### src/bfrd_pkg.sv
// ----------------------------------------------------------------------------
// bfrd_pkg
// Types, constants and register map of the block file record deframer.
// ----------------------------------------------------------------------------
`default_nettype none

package bfrd_pkg;

    // Field widths.
    localparam int unsigned DATA_W    = 8;
    localparam int unsigned CLASS_W   = 3;
    localparam int unsigned TUSER_W   = 6;
    localparam int unsigned LEN_W     = 32;
    localparam int unsigned REM_W     = 32;
    localparam int unsigned TRAILER_W = 8;
    localparam int unsigned NUM_MAGIC = 3;

    // Configuration port.
    localparam int unsigned PADDR_W = 3;
    localparam int unsigned PDATA_W = 32;
    localparam logic [PADDR_W-1:0] ADDR_UNDO_MODE = 3'd0;

    // Default trailer length of undo records.
    localparam int unsigned TRAILER_BYTES_DEFAULT = 32;

    // Network magics, first stream byte in the lowest bits.
    localparam logic [31:0] MAGIC_WORDS [NUM_MAGIC] = '{
        32'hd9b4bef9,
        32'h0709110b,
        32'hdab5bffa
    };

    // Framer phase, one-hot.
    typedef enum logic [4:0] {
        PH_MAGIC    = 5'b00001,
        PH_LENGTH   = 5'b00010,
        PH_PAYLOAD  = 5'b00100,
        PH_TRAILER  = 5'b01000,
        PH_UNFRAMED = 5'b10000
    } phase_t;

    // Byte class reported with every byte.
    typedef enum logic [CLASS_W-1:0] {
        CLS_MAGIC    = 3'd0,
        CLS_LENGTH   = 3'd1,
        CLS_PAYLOAD  = 3'd2,
        CLS_TRAILER  = 3'd3,
        CLS_UNFRAMED = 3'd4
    } byte_class_t;

    // One input byte.
    typedef struct packed {
        logic              end_of_data;
        logic [DATA_W-1:0] data_byte;
    } item_t;

    // One tagged output byte.
    typedef struct packed {
        logic              record_incomplete;
        logic              bad_magic;
        logic              record_last;
        logic              record_first;
        byte_class_t       byte_class;
        logic [DATA_W-1:0] byte_out;
    } result_t;

endpackage

`default_nettype wire

### src/bfrd_cfg.sv
// ----------------------------------------------------------------------------
// bfrd_cfg
// APB register file holding the undo file mode bit.
// ----------------------------------------------------------------------------
`default_nettype none

module bfrd_cfg (
    input  wire logic                             aclk,
    input  wire logic                             aresetn,
    input  wire logic                             psel,
    input  wire logic                             penable,
    input  wire logic                             pwrite,
    input  wire logic [bfrd_pkg::PADDR_W-1:0]     paddr,
    input  wire logic [bfrd_pkg::PDATA_W-1:0]     pwdata,
    output logic      [bfrd_pkg::PDATA_W-1:0]     prdata,
    output logic                                  pready,
    output logic                                  undo_mode
);

    logic undo_mode_reg;
    logic undo_mode_next;
    logic wr_en;

    // Zero wait states.
    assign pready = 1'b1;

    // Register write in the access phase.
    assign wr_en = psel && penable && pwrite && pready &&
                   (paddr == bfrd_pkg::ADDR_UNDO_MODE);

    always_comb begin
        undo_mode_next = undo_mode_reg;
        if (wr_en) begin
            undo_mode_next = pwdata[0];
        end
    end

    always_ff @(posedge aclk) begin
        if (!aresetn) begin
            undo_mode_reg <= 1'b0;
        end else begin
            undo_mode_reg <= undo_mode_next;
        end
    end

    // Read back; unmapped addresses read as zero.
    always_comb begin
        prdata = '0;
        if (paddr == bfrd_pkg::ADDR_UNDO_MODE) begin
            prdata[0] = undo_mode_reg;
        end
    end

    assign undo_mode = undo_mode_reg;

endmodule

`default_nettype wire

### src/bfrd_frame.sv
// ----------------------------------------------------------------------------
// bfrd_frame
// Framing state and per-byte tagging logic of the record deframer.
// ----------------------------------------------------------------------------
`default_nettype none

module bfrd_frame #(
    parameter int unsigned TRAILER_BYTES = bfrd_pkg::TRAILER_BYTES_DEFAULT
) (
    input  wire logic              aclk,
    input  wire logic              aresetn,
    input  wire logic              advance,
    input  wire bfrd_pkg::item_t   item,
    input  wire logic              undo_mode,
    output bfrd_pkg::result_t      result
);

    localparam logic [bfrd_pkg::TRAILER_W-1:0] TRAILER_LEN =
        bfrd_pkg::TRAILER_W'(TRAILER_BYTES % 256);
    localparam bit HAS_TRAILER = (TRAILER_LEN != '0);

    bfrd_pkg::phase_t                 phase_reg,  phase_next;
    logic [1:0]                       idx_reg,    idx_next;
    logic [bfrd_pkg::NUM_MAGIC-1:0]   cand_reg,   cand_next;
    logic [bfrd_pkg::LEN_W-1:0]       len_reg,    len_next;
    logic [bfrd_pkg::REM_W-1:0]       rem_reg,    rem_next;

    logic [bfrd_pkg::NUM_MAGIC-1:0]   magic_hit;
    logic [bfrd_pkg::LEN_W-1:0]       len_merged;
    logic [bfrd_pkg::REM_W-1:0]       rem_dec;
    logic                             payload_done;

    // Which magics agree with this byte at the current header position.
    always_comb begin
        for (int k = 0; k < bfrd_pkg::NUM_MAGIC; k++) begin
            magic_hit[k] = (bfrd_pkg::MAGIC_WORDS[k][8*idx_reg +: 8] == item.data_byte);
        end
    end

    // Length byte merged into the little-endian accumulator.
    always_comb begin
        len_merged = len_reg;
        len_merged[8*idx_reg +: 8] = len_reg[8*idx_reg +: 8] | item.data_byte;
    end

    // Saturating count-down of the remaining bytes.
    assign rem_dec = rem_reg - bfrd_pkg::REM_W'(rem_reg != '0);

    always_comb begin
        phase_next   = phase_reg;
        idx_next     = idx_reg;
        cand_next    = cand_reg;
        len_next     = len_reg;
        rem_next     = rem_reg;
        payload_done = 1'b0;

        result.byte_out          = item.data_byte;
        result.byte_class        = bfrd_pkg::CLS_UNFRAMED;
        result.record_first      = 1'b0;
        result.record_last       = 1'b0;
        result.bad_magic         = 1'b0;
        result.record_incomplete = 1'b0;

        // Phase step for this byte.
        unique case (phase_reg)
            bfrd_pkg::PH_MAGIC: begin
                result.byte_class   = bfrd_pkg::CLS_MAGIC;
                result.record_first = (idx_reg == 2'd0);
                cand_next           = cand_reg & magic_hit;
                if (idx_reg == 2'd3) begin
                    idx_next = 2'd0;
                    if (cand_next == '0) begin
                        result.bad_magic = 1'b1;
                        phase_next       = bfrd_pkg::PH_UNFRAMED;
                    end else begin
                        phase_next = bfrd_pkg::PH_LENGTH;
                        len_next   = '0;
                    end
                end else begin
                    idx_next = idx_reg + 2'd1;
                end
            end
            bfrd_pkg::PH_LENGTH: begin
                result.byte_class = bfrd_pkg::CLS_LENGTH;
                len_next          = len_merged;
                if (idx_reg == 2'd3) begin
                    idx_next = 2'd0;
                    if (len_merged == '0) begin
                        payload_done = 1'b1;
                    end else begin
                        phase_next = bfrd_pkg::PH_PAYLOAD;
                        rem_next   = len_merged;
                    end
                end else begin
                    idx_next = idx_reg + 2'd1;
                end
            end
            bfrd_pkg::PH_PAYLOAD: begin
                result.byte_class = bfrd_pkg::CLS_PAYLOAD;
                rem_next          = rem_dec;
                payload_done      = (rem_dec == '0);
            end
            bfrd_pkg::PH_TRAILER: begin
                result.byte_class = bfrd_pkg::CLS_TRAILER;
                rem_next          = rem_dec;
                if (rem_dec == '0) begin
                    result.record_last = 1'b1;
                    phase_next         = bfrd_pkg::PH_MAGIC;
                    idx_next           = 2'd0;
                    cand_next          = '1;
                    len_next           = '0;
                    rem_next           = '0;
                end
            end
            bfrd_pkg::PH_UNFRAMED: begin
                phase_next = bfrd_pkg::PH_UNFRAMED;
            end
            default: begin
                phase_next = bfrd_pkg::PH_UNFRAMED;
            end
        endcase

        // End of payload: open the trailer or close the record.
        if (payload_done) begin
            if (undo_mode && HAS_TRAILER) begin
                phase_next = bfrd_pkg::PH_TRAILER;
                rem_next   = bfrd_pkg::REM_W'(TRAILER_LEN);
            end else begin
                result.record_last = 1'b1;
                phase_next         = bfrd_pkg::PH_MAGIC;
                idx_next           = 2'd0;
                cand_next          = '1;
                len_next           = '0;
                rem_next           = '0;
            end
        end

        // End of data inside an open record: flag it and rearm.
        if (item.end_of_data && (phase_next != bfrd_pkg::PH_UNFRAMED) &&
            !((phase_next == bfrd_pkg::PH_MAGIC) && (idx_next == 2'd0))) begin
            result.record_incomplete = 1'b1;
            phase_next               = bfrd_pkg::PH_MAGIC;
            idx_next                 = 2'd0;
            cand_next                = '1;
            len_next                 = '0;
            rem_next                 = '0;
        end
    end

    // State advances once per byte handed to the result register.
    always_ff @(posedge aclk) begin
        if (!aresetn) begin
            phase_reg <= bfrd_pkg::PH_MAGIC;
            idx_reg   <= 2'd0;
            cand_reg  <= '1;
            len_reg   <= '0;
            rem_reg   <= '0;
        end else if (advance) begin
            phase_reg <= phase_next;
            idx_reg   <= idx_next;
            cand_reg  <= cand_next;
            len_reg   <= len_next;
            rem_reg   <= rem_next;
        end
    end

endmodule

`default_nettype wire

### src/block_file_record_deframer_top.sv
// ----------------------------------------------------------------------------
// block_file_record_deframer_top
// Tags each byte of a stored record stream with its class and record marks.
// Result path: input register, framing step, result register; registered output.
// Throughput: 1 byte per cycle while the result stream does not stall, set by the
// input register, the combinational framing step and the result register.
// Reset: synchronous, active low; framer rearms, error and mode bit clear.
// ----------------------------------------------------------------------------
`default_nettype none

module block_file_record_deframer_top #(
    parameter int unsigned TRAILER_BYTES = bfrd_pkg::TRAILER_BYTES_DEFAULT
) (
    input  wire logic                              aclk,
    input  wire logic                              aresetn,
    // Input stream.
    input  wire logic                              s_tvalid,
    output logic                                   s_tready,
    input  wire logic [bfrd_pkg::DATA_W-1:0]       s_tdata,  // [7:0] data_byte
    input  wire logic                              s_tlast,  // end_of_data
    // Result stream.
    output logic                                   m_tvalid,
    input  wire logic                              m_tready,
    output logic      [bfrd_pkg::DATA_W-1:0]       m_tdata,  // [7:0] byte_out
    output logic      [bfrd_pkg::TUSER_W-1:0]      m_tuser,  // [2:0] byte_class,
                                                             // [3] record_first,
                                                             // [4] bad_magic,
                                                             // [5] record_incomplete
    output logic                                   m_tlast,  // record_last
    // Configuration port.
    input  wire logic                              psel,
    input  wire logic                              penable,
    input  wire logic                              pwrite,
    input  wire logic [bfrd_pkg::PADDR_W-1:0]      paddr,
    input  wire logic [bfrd_pkg::PDATA_W-1:0]      pwdata,
    output logic      [bfrd_pkg::PDATA_W-1:0]      prdata,
    output logic                                   pready
);

    logic               in_valid_reg,  in_valid_next;
    bfrd_pkg::item_t    in_item_reg;
    logic               out_valid_reg, out_valid_next;
    bfrd_pkg::result_t  out_res_reg;
    bfrd_pkg::result_t  result;
    logic               advance;
    logic               in_take;
    logic               undo_mode;

    // Configuration registers.
    bfrd_cfg u_cfg (
        .aclk      (aclk),
        .aresetn   (aresetn),
        .psel      (psel),
        .penable   (penable),
        .pwrite    (pwrite),
        .paddr     (paddr),
        .pwdata    (pwdata),
        .prdata    (prdata),
        .pready    (pready),
        .undo_mode (undo_mode)
    );

    // A byte moves on when the result register is free or being drained.
    assign advance  = in_valid_reg && (!out_valid_reg || m_tready);
    assign s_tready = !in_valid_reg || advance;
    assign in_take  = s_tvalid && s_tready;

    // Input register.
    always_comb begin
        in_valid_next = in_valid_reg;
        if (in_take) begin
            in_valid_next = 1'b1;
        end else if (advance) begin
            in_valid_next = 1'b0;
        end
    end

    always_ff @(posedge aclk) begin
        if (!aresetn) begin
            in_valid_reg <= 1'b0;
        end else begin
            in_valid_reg <= in_valid_next;
        end
    end

    always_ff @(posedge aclk) begin
        if (in_take) begin
            in_item_reg.data_byte   <= s_tdata;
            in_item_reg.end_of_data <= s_tlast;
        end
    end

    // Framing step.
    bfrd_frame #(
        .TRAILER_BYTES (TRAILER_BYTES)
    ) u_frame (
        .aclk      (aclk),
        .aresetn   (aresetn),
        .advance   (advance),
        .item      (in_item_reg),
        .undo_mode (undo_mode),
        .result    (result)
    );

    // Result register.
    always_comb begin
        out_valid_next = out_valid_reg;
        if (advance) begin
            out_valid_next = 1'b1;
        end else if (m_tready) begin
            out_valid_next = 1'b0;
        end
    end

    always_ff @(posedge aclk) begin
        if (!aresetn) begin
            out_valid_reg <= 1'b0;
        end else begin
            out_valid_reg <= out_valid_next;
        end
    end

    always_ff @(posedge aclk) begin
        if (advance) begin
            out_res_reg <= result;
        end
    end

    // Result stream outputs.
    assign m_tvalid = out_valid_reg;
    assign m_tdata  = out_res_reg.byte_out;
    assign m_tuser  = {out_res_reg.record_incomplete, out_res_reg.bad_magic,
                       out_res_reg.record_first, out_res_reg.byte_class};
    assign m_tlast  = out_res_reg.record_last;

endmodule

`default_nettype wire

### config.mk
export PLATFORM = sky130hd
export DESIGN_NAME = block_file_record_deframer_top
export DESIGN_NICKNAME = d
export VERILOG_FILES = /design/src/bfrd_pkg.sv /design/src/bfrd_cfg.sv /design/src/bfrd_frame.sv /design/src/block_file_record_deframer_top.sv
export SDC_FILE = /design/constraint.sdc
export NUM_CORES = 1
export LEC_CHECK = 0
export BUFFER_PORTS_ARGS = -buffer_cell sky130_fd_sc_hd__buf_2
export CORE_UTILIZATION = 35
export DETAILED_ROUTE_END_ITERATION = 7
export PLACE_DENSITY = 0.55
export SYNTH_ARGS = -nofsm -noshare
export SYNTH_HDL_FRONTEND = slang
export SYNTH_SLANG_ARGS = --single-unit
### constraint.sdc
create_clock -name aclk -period 6.2 [get_ports aclk]
set_clock_uncertainty 0.2 [all_clocks]
set_input_delay 0 -clock aclk [delete_from_list [all_inputs] [get_ports aclk]]
set_output_delay 0 -clock aclk [all_outputs]
set_load 0.02 [all_outputs]
# Word level (Yosys, flattened, before mapping)
# Cells that the tools add are included.
# totals
reg_bits	101
output_inout_bits	50
word_cells	115
# op_classes
n_addsub	3
eq_ne	12
n_shift	6
muxes	50
bitwise	2
n_reduce_logical	26
# ops
op	count
32-bit 2-to-1 mux	11
32-bit one-hot mux with 3 select lines	2
32-bit by 6-bit variable part select with 8-bit output (first input constant)	3
32-bit zero test	2
5-bit 2-to-1 mux	7
5-bit negation with 34-bit output	1
8-bit by 34-bit variable shift with 32-bit output (first input constant)	1
8-bit by 34-bit variable part select with 32-bit output	1
32-bit bitwise mux	1
32-bit nonzero test	1
32-bit by 6-bit variable part select with 8-bit output	1
32-bit by 1-bit subtractor with 32-bit output	1
8-bit equality test	3
5-bit one-hot mux with 4 select lines	1
1-bit 2-to-1 mux	13
3-bit 2-to-1 mux	4
3-bit one-hot mux with 4 select lines	1
5-bit by 1-bit equality test with 1-bit output (second input constant)	2
2-bit 2-to-1 mux	5
1-bit logical AND	8
8-bit OR	1
3-bit zero test	2
6-bit 2-to-1 mux	1
3-bit one-hot mux with 2 select lines	1
20 further kinds	25

# Logic depth before layout (Yosys ltp)
# logic_depth
depth_word	15
depth_mapped	20
ltp_nobuf	16

# By module
# Synthesis repeated with hierarchy kept, for this count alone.
# hier_totals
hier_cells	793
hier_area_um2	6678.9
# by_module_without_submodules
module	instances	cells_per_inst	area_each_um2	seq_area_each_um2
bfrd_frame	1	719	5545.3	1481.4
block_file_record_deframer_top	1	33	824.5	760.7
bfrd_cfg	1	41	309.0	20.0

# Worst setup path after synthesis
# No wires, ideal clock.
# synth_timing
path_kind	register to register
startpoint	reg u_frame.rem_reg[21] (netlist name)
endpoint	reg u_frame.len_reg[31] (netlist name)
arrival_ns	4.465
t_required_ns	5.866
setup_slack_ns	1.402
stages_incl_launch_ff	20
n_path_buf	3
period_less_slack_ns	4.798
cell_sequence	dfxtp_1 > clkbuf_1 > nor4_1 > nand3_1 > or2_2 > nor2_1 > nand3_1 > ha_1 > ha_1 > or3b_1 > clkbuf_1 > nand2_1 > a2111oi_0 > o21ai_1 > a2111o_1 > o32ai_4 > inv_2 > a31oi_4 > buf_6 > o32ai_1
# synth_between
elab_chain_len	12
elab_cells_between_ends	23
cone_classes	add/sub (1); eq/ne (2); mux (13); reduce/logical (7)
# synth_rtl
item	line_no	rtl
start, declared	bfrd_frame.sv:26	logic [bfrd_pkg::REM_W-1:0] rem_reg, rem_next;
start signal, assigned	bfrd_frame.sv:163	rem_reg <= rem_next;
32-bit nonzero test	bfrd_frame.sv:47	assign rem_dec = rem_reg - bfrd_pkg::REM_W'(rem_reg != '0);
32-bit by 1-bit subtractor with 32-bit output *	bfrd_frame.sv:47	
32-bit zero test *	bfrd_frame.sv:101, bfrd_frame.sv:106	
branches (longest 8 deep; another with 5-bit 2-to-1 mux)	--	
32-bit 2-to-1 mux *	bfrd_frame.sv:139	if (item.end_of_data && (phase_next != bfrd_pkg::PH_UNFRAMED) &&
end signal, assigned	bfrd_frame.sv:162	len_reg <= len_next;
end, declared	bfrd_frame.sv:25	logic [bfrd_pkg::LEN_W-1:0] len_reg, len_next;
# Mark *: on every way between the ends.
# A chain may end at the register's enable or synchronous reset.

# Final worst setup path
# layout_timing
startpoint	reg u_frame.rem_reg[21] (netlist name)
endpoint	reg u_frame.len_reg[6] (netlist name)
# The elaborated chain is that of the path after synthesis.

==> impl_results.md <==
- Status: complete, no violations
- Worst setup margin: slightly below 0.7 ns
- RSZ-0062 raised after global routing: false
- Area delta synth->final: 9.49%
- Ranking of synthesized cells by area: dfxtp_1 (21%), edfxtp_1 (9.7%), a21oi_1 (5.3%), nor2_1 (4.7%), nand2_1 (4.2%)
- Routed WL per cell: 19.5 µm
- CTS tree: yes
- Gr usage total: 0.226
- CTS Buf Count: 9
- Fillers: 2172
- Critical path type: register to register
- Clk slew on worst S/H paths: around 0.080 ns
- Core area: a little over 20000 µm²
- CP Capture Type: register
- First-pass GRT wire length: 37.6 mm
- Reg2reg end: u_frame.len_reg[6]
- First DRT Iteration DRCs: 801
- Post-synthesis register bit count: ~100
- Top_reg_cell synth: dfxtp_1
- First-pass iteration count of the detailed router: 6
- Pre-CTS setup slack: around 0.73 ns
- Hold Crit Class: input pin to register
- Share of post-route cells with drive strength above 1: 0.131
- CP Launch Type: register
- Clk_lat worst skew: between 0.3 and 0.4 ns
- CP peak stage delay: between 0.5 and 0.6 ns
- Asr flop ratio synth: 0
- Post-CTS setup repair buffer count: 0
- Ports: just over 100
- Buf/Inv on CP: 2
- WP depth: 17
- Area after DPL: between 7000 and 8000 µm²
- Initial core utilization: 0.361
- Crit path DAT: roughly 5.6 ns
- Post-CTS sizing: 0
- Worst-margin pin slew: ~0.86 ns
- Synth Instances: 966
- Seq/Total Area, Yosys: 0.306
- Setup violators final: 0
- Number of core rows: 52
- Fin Setup TNS: 0 ns
- Antenna-violating nets left: 0
- # H-tree levels: 3
- Highest clock rate: 181 MHz
- Count of cell types in the netlist: 92
- Syn. warnings: 0
- GR Overflow Total: 0
- R2R setup slack: roughly 0.67 ns
- Die W: 147 µm
- Slew Limit Fails: 0
- Die height: approximately 150 µm
- Synthesized cell area: between 7000 and 8000 µm²
- Fin crit share: 0.891
- Max Root-Sink Buffers: 2
- Pwr/cell area: 179 nW/µm²
- Root Buffer: clkbuf_16
- Die area: 21700 µm²
- Largest net degree at the start of global routing: slightly above 60
- Slew Limit Headroom: 0.422
- Delay-heaviest family, CP: compound AO/OA/AOI/OAI gates
- Layout Utilization: 0.395
- Final #Nets: between 1000 and 1500
- Data required time of the critical path: ~6.2 ns
- Area share of the leading cell type in the synthesized netlist: 0.208
- Peak supply drop: roughly 0.13 mV
- Detail-routed via count per cell: a little under 6
- EDFF count, synth: 24
- DP HPWL: roughly 18 mm
- Crit-path max FO: 32
- Final GP Congestion: ~0.97
- DR vias: between 7000 and 8000
- Drt drc: 0
- Worst path cell trace: nor4_1, nand3_1, or2_2, nor2_1, nand3_1, ha_1, ha_1, or3b_1, nand2_1, a2111oi_0, o21ai_1, a2111o_1, o32ai_4, inv_2, a31oi_4, buf_12, o22ai_1
- MaxCap Viol Count: 0
- Slowest CP cell: a2111o_1
- End of the critical path: u_frame.len_reg[6]
- Final Cell Area: 8100 µm²
- Worst r2r src: u_frame.rem_reg[21]
- Clock Sink Count: 101
- CP Launch Point: u_frame.rem_reg[21]
- Fin. Hold Viols: 0
- Antenna violations before repair: 1
- Total wire length: approximately 25 mm
- Cells on worst reg2reg path: 17
- Leading area contributor after synthesis: dfxtp_1
- Tmin final: around 5.5 ns
- PortBufs: 37
- Leakage power: 0.00301 µW
- Avg Cell Area, Syn: 7.65 µm²
- Vias in the first global route: 6374
Yosys cell counts, types with 6 or more instances:
cell / number
inv_1: 52
or3_1: 13
xnor2_1: 11
o211ai_1: 8
nor3b_1: 12
buf_4: 36
ha_1: 10
o31ai_1: 11
clkbuf_1: 51
nand2b_1: 14
nor2b_1: 7
a22oi_1: 15
nor2_1: 92
a21o_1: 8
nand3_1: 15
edfxtp_1: 24
o21ai_2: 21
a31oi_1: 9
o21ai_0: 56
dfxtp_1: 77
o22ai_1: 26
nand2_1: 83
nor3_1: 45
and3_1: 9
nand4_1: 15
nor4_1: 14
xor2_1: 6
or2_2: 8
a21oi_1: 79
power by group:
| group | internal (µW) | switching [µW] | total [µW] | leakage, µW |
|---|---|---|---|---|
| sequential | 686 | 16.1 | 702 | 0.000851 |
| combinational | 57.6 | 132 | 189 | 0.00202 |
| clock | 277 | 281 | 558 | 0.000135 |
area by class of cell:
type / instances / area [µm²] / area share
Clock inverter: 6 / 47.5 / 0.00587
Timing Repair Buffer: 74 / 513 / 0.0634
Multi-Input combinational cell: 740 / 4500 / 0.556
Tap cell: 270 / 338 / 0.0417
Sequential cell: 101 / 2260 / 0.280
Antenna cell: 1 / 2.50 / 0.000309
Clock buffer: 10 / 229 / 0.0283
Inverter: 54 / 203 / 0.0250
stage by stage:
step	instances	power [µW]	hold WS (ns)
2_1_floorplan	996	850	-0.101
3_3_place_gp	1224	896	-0.0233
3_5_place_dp	1224	896	-0.0208
4_1_cts	1255	1460	0.132
5_1_grt	1255	1500	0.146
6_report	1256	1450	0.142
layout by cell type, fill, tap and decap left out, types with 24 or more instances in the layout:
cell type,n
a21oi_1,79
buf_2,37
conb_1,32
dfxtp_1,76
edfxtp_1,24
inv_1,52
nand2_1,83
nor2_1,92
nor3_1,44
o21ai_0,56
o22ai_1,26
cells by family after synthesis:
logic type | Yosys count | share of synthesized area
other cells | 2 | 0.00102
simple gates | 373 | 0.273
flops | 101 | 0.306
compound gates | 305 | 0.277
fa+ha+maj | 10 | 0.0169
xor+xnor | 17 | 0.0201
mux | 3 | 0.00406
buf+inv | 155 | 0.102
per-layer routing:
| layer | part of all wire | GRT usage | wire [µm] | vias up |
|---|---|---|---|---|
| met5 | 0 | 0 | 0 | - |
| met4 | 0.024 | 0.0727 | 598 | 0 |
| met3 | 0.066 | 0.0382 | 1610 | 40 |
| met2 | 0.45 | 0.346 | 11000 | 303 |
| met1 | 0.46 | 0.320 | 11400 | 3484 |
| li1 | - | - | - | 3515 |
timing repair:
item,4_1_cts,5_1_grt
hold buffers,15,0
setup endpoints to repair,0,0
endpoints found under the hold margin,16,0
worst min path at each step:
| stage | endpoint | cells after the start | from |
|---|---|---|---|
| after floorplan | in_item_reg[0] | 0 | s_tdata[0] |
| after global placement | in_item_reg[6] | 1 | s_tdata[6] |
| after detailed placement | in_item_reg[6] | 1 | s_tdata[6] |
| after CTS | in_item_reg[8] | 2 | s_tlast |
| after global routing | in_item_reg[8] | 2 | s_tlast |
| final | in_item_reg[1] | 2 | s_tdata[1] |
worst register-to-register path, delay by kind of cell (launching register included):
| kind | cells | cell delay (ns) |
|---|---|---|
| AOI/OAI and AO/OA | 6 | 2.04 |
| adders and majority gates | 2 | 0.53 |
| buffers and inverters | 2 | 0.38 |
| DFF | 1 | 0.40 |
| and+or+nand+nor | 7 | 1.86 |
Note: power is estimated with default switching activity, not from simulation.
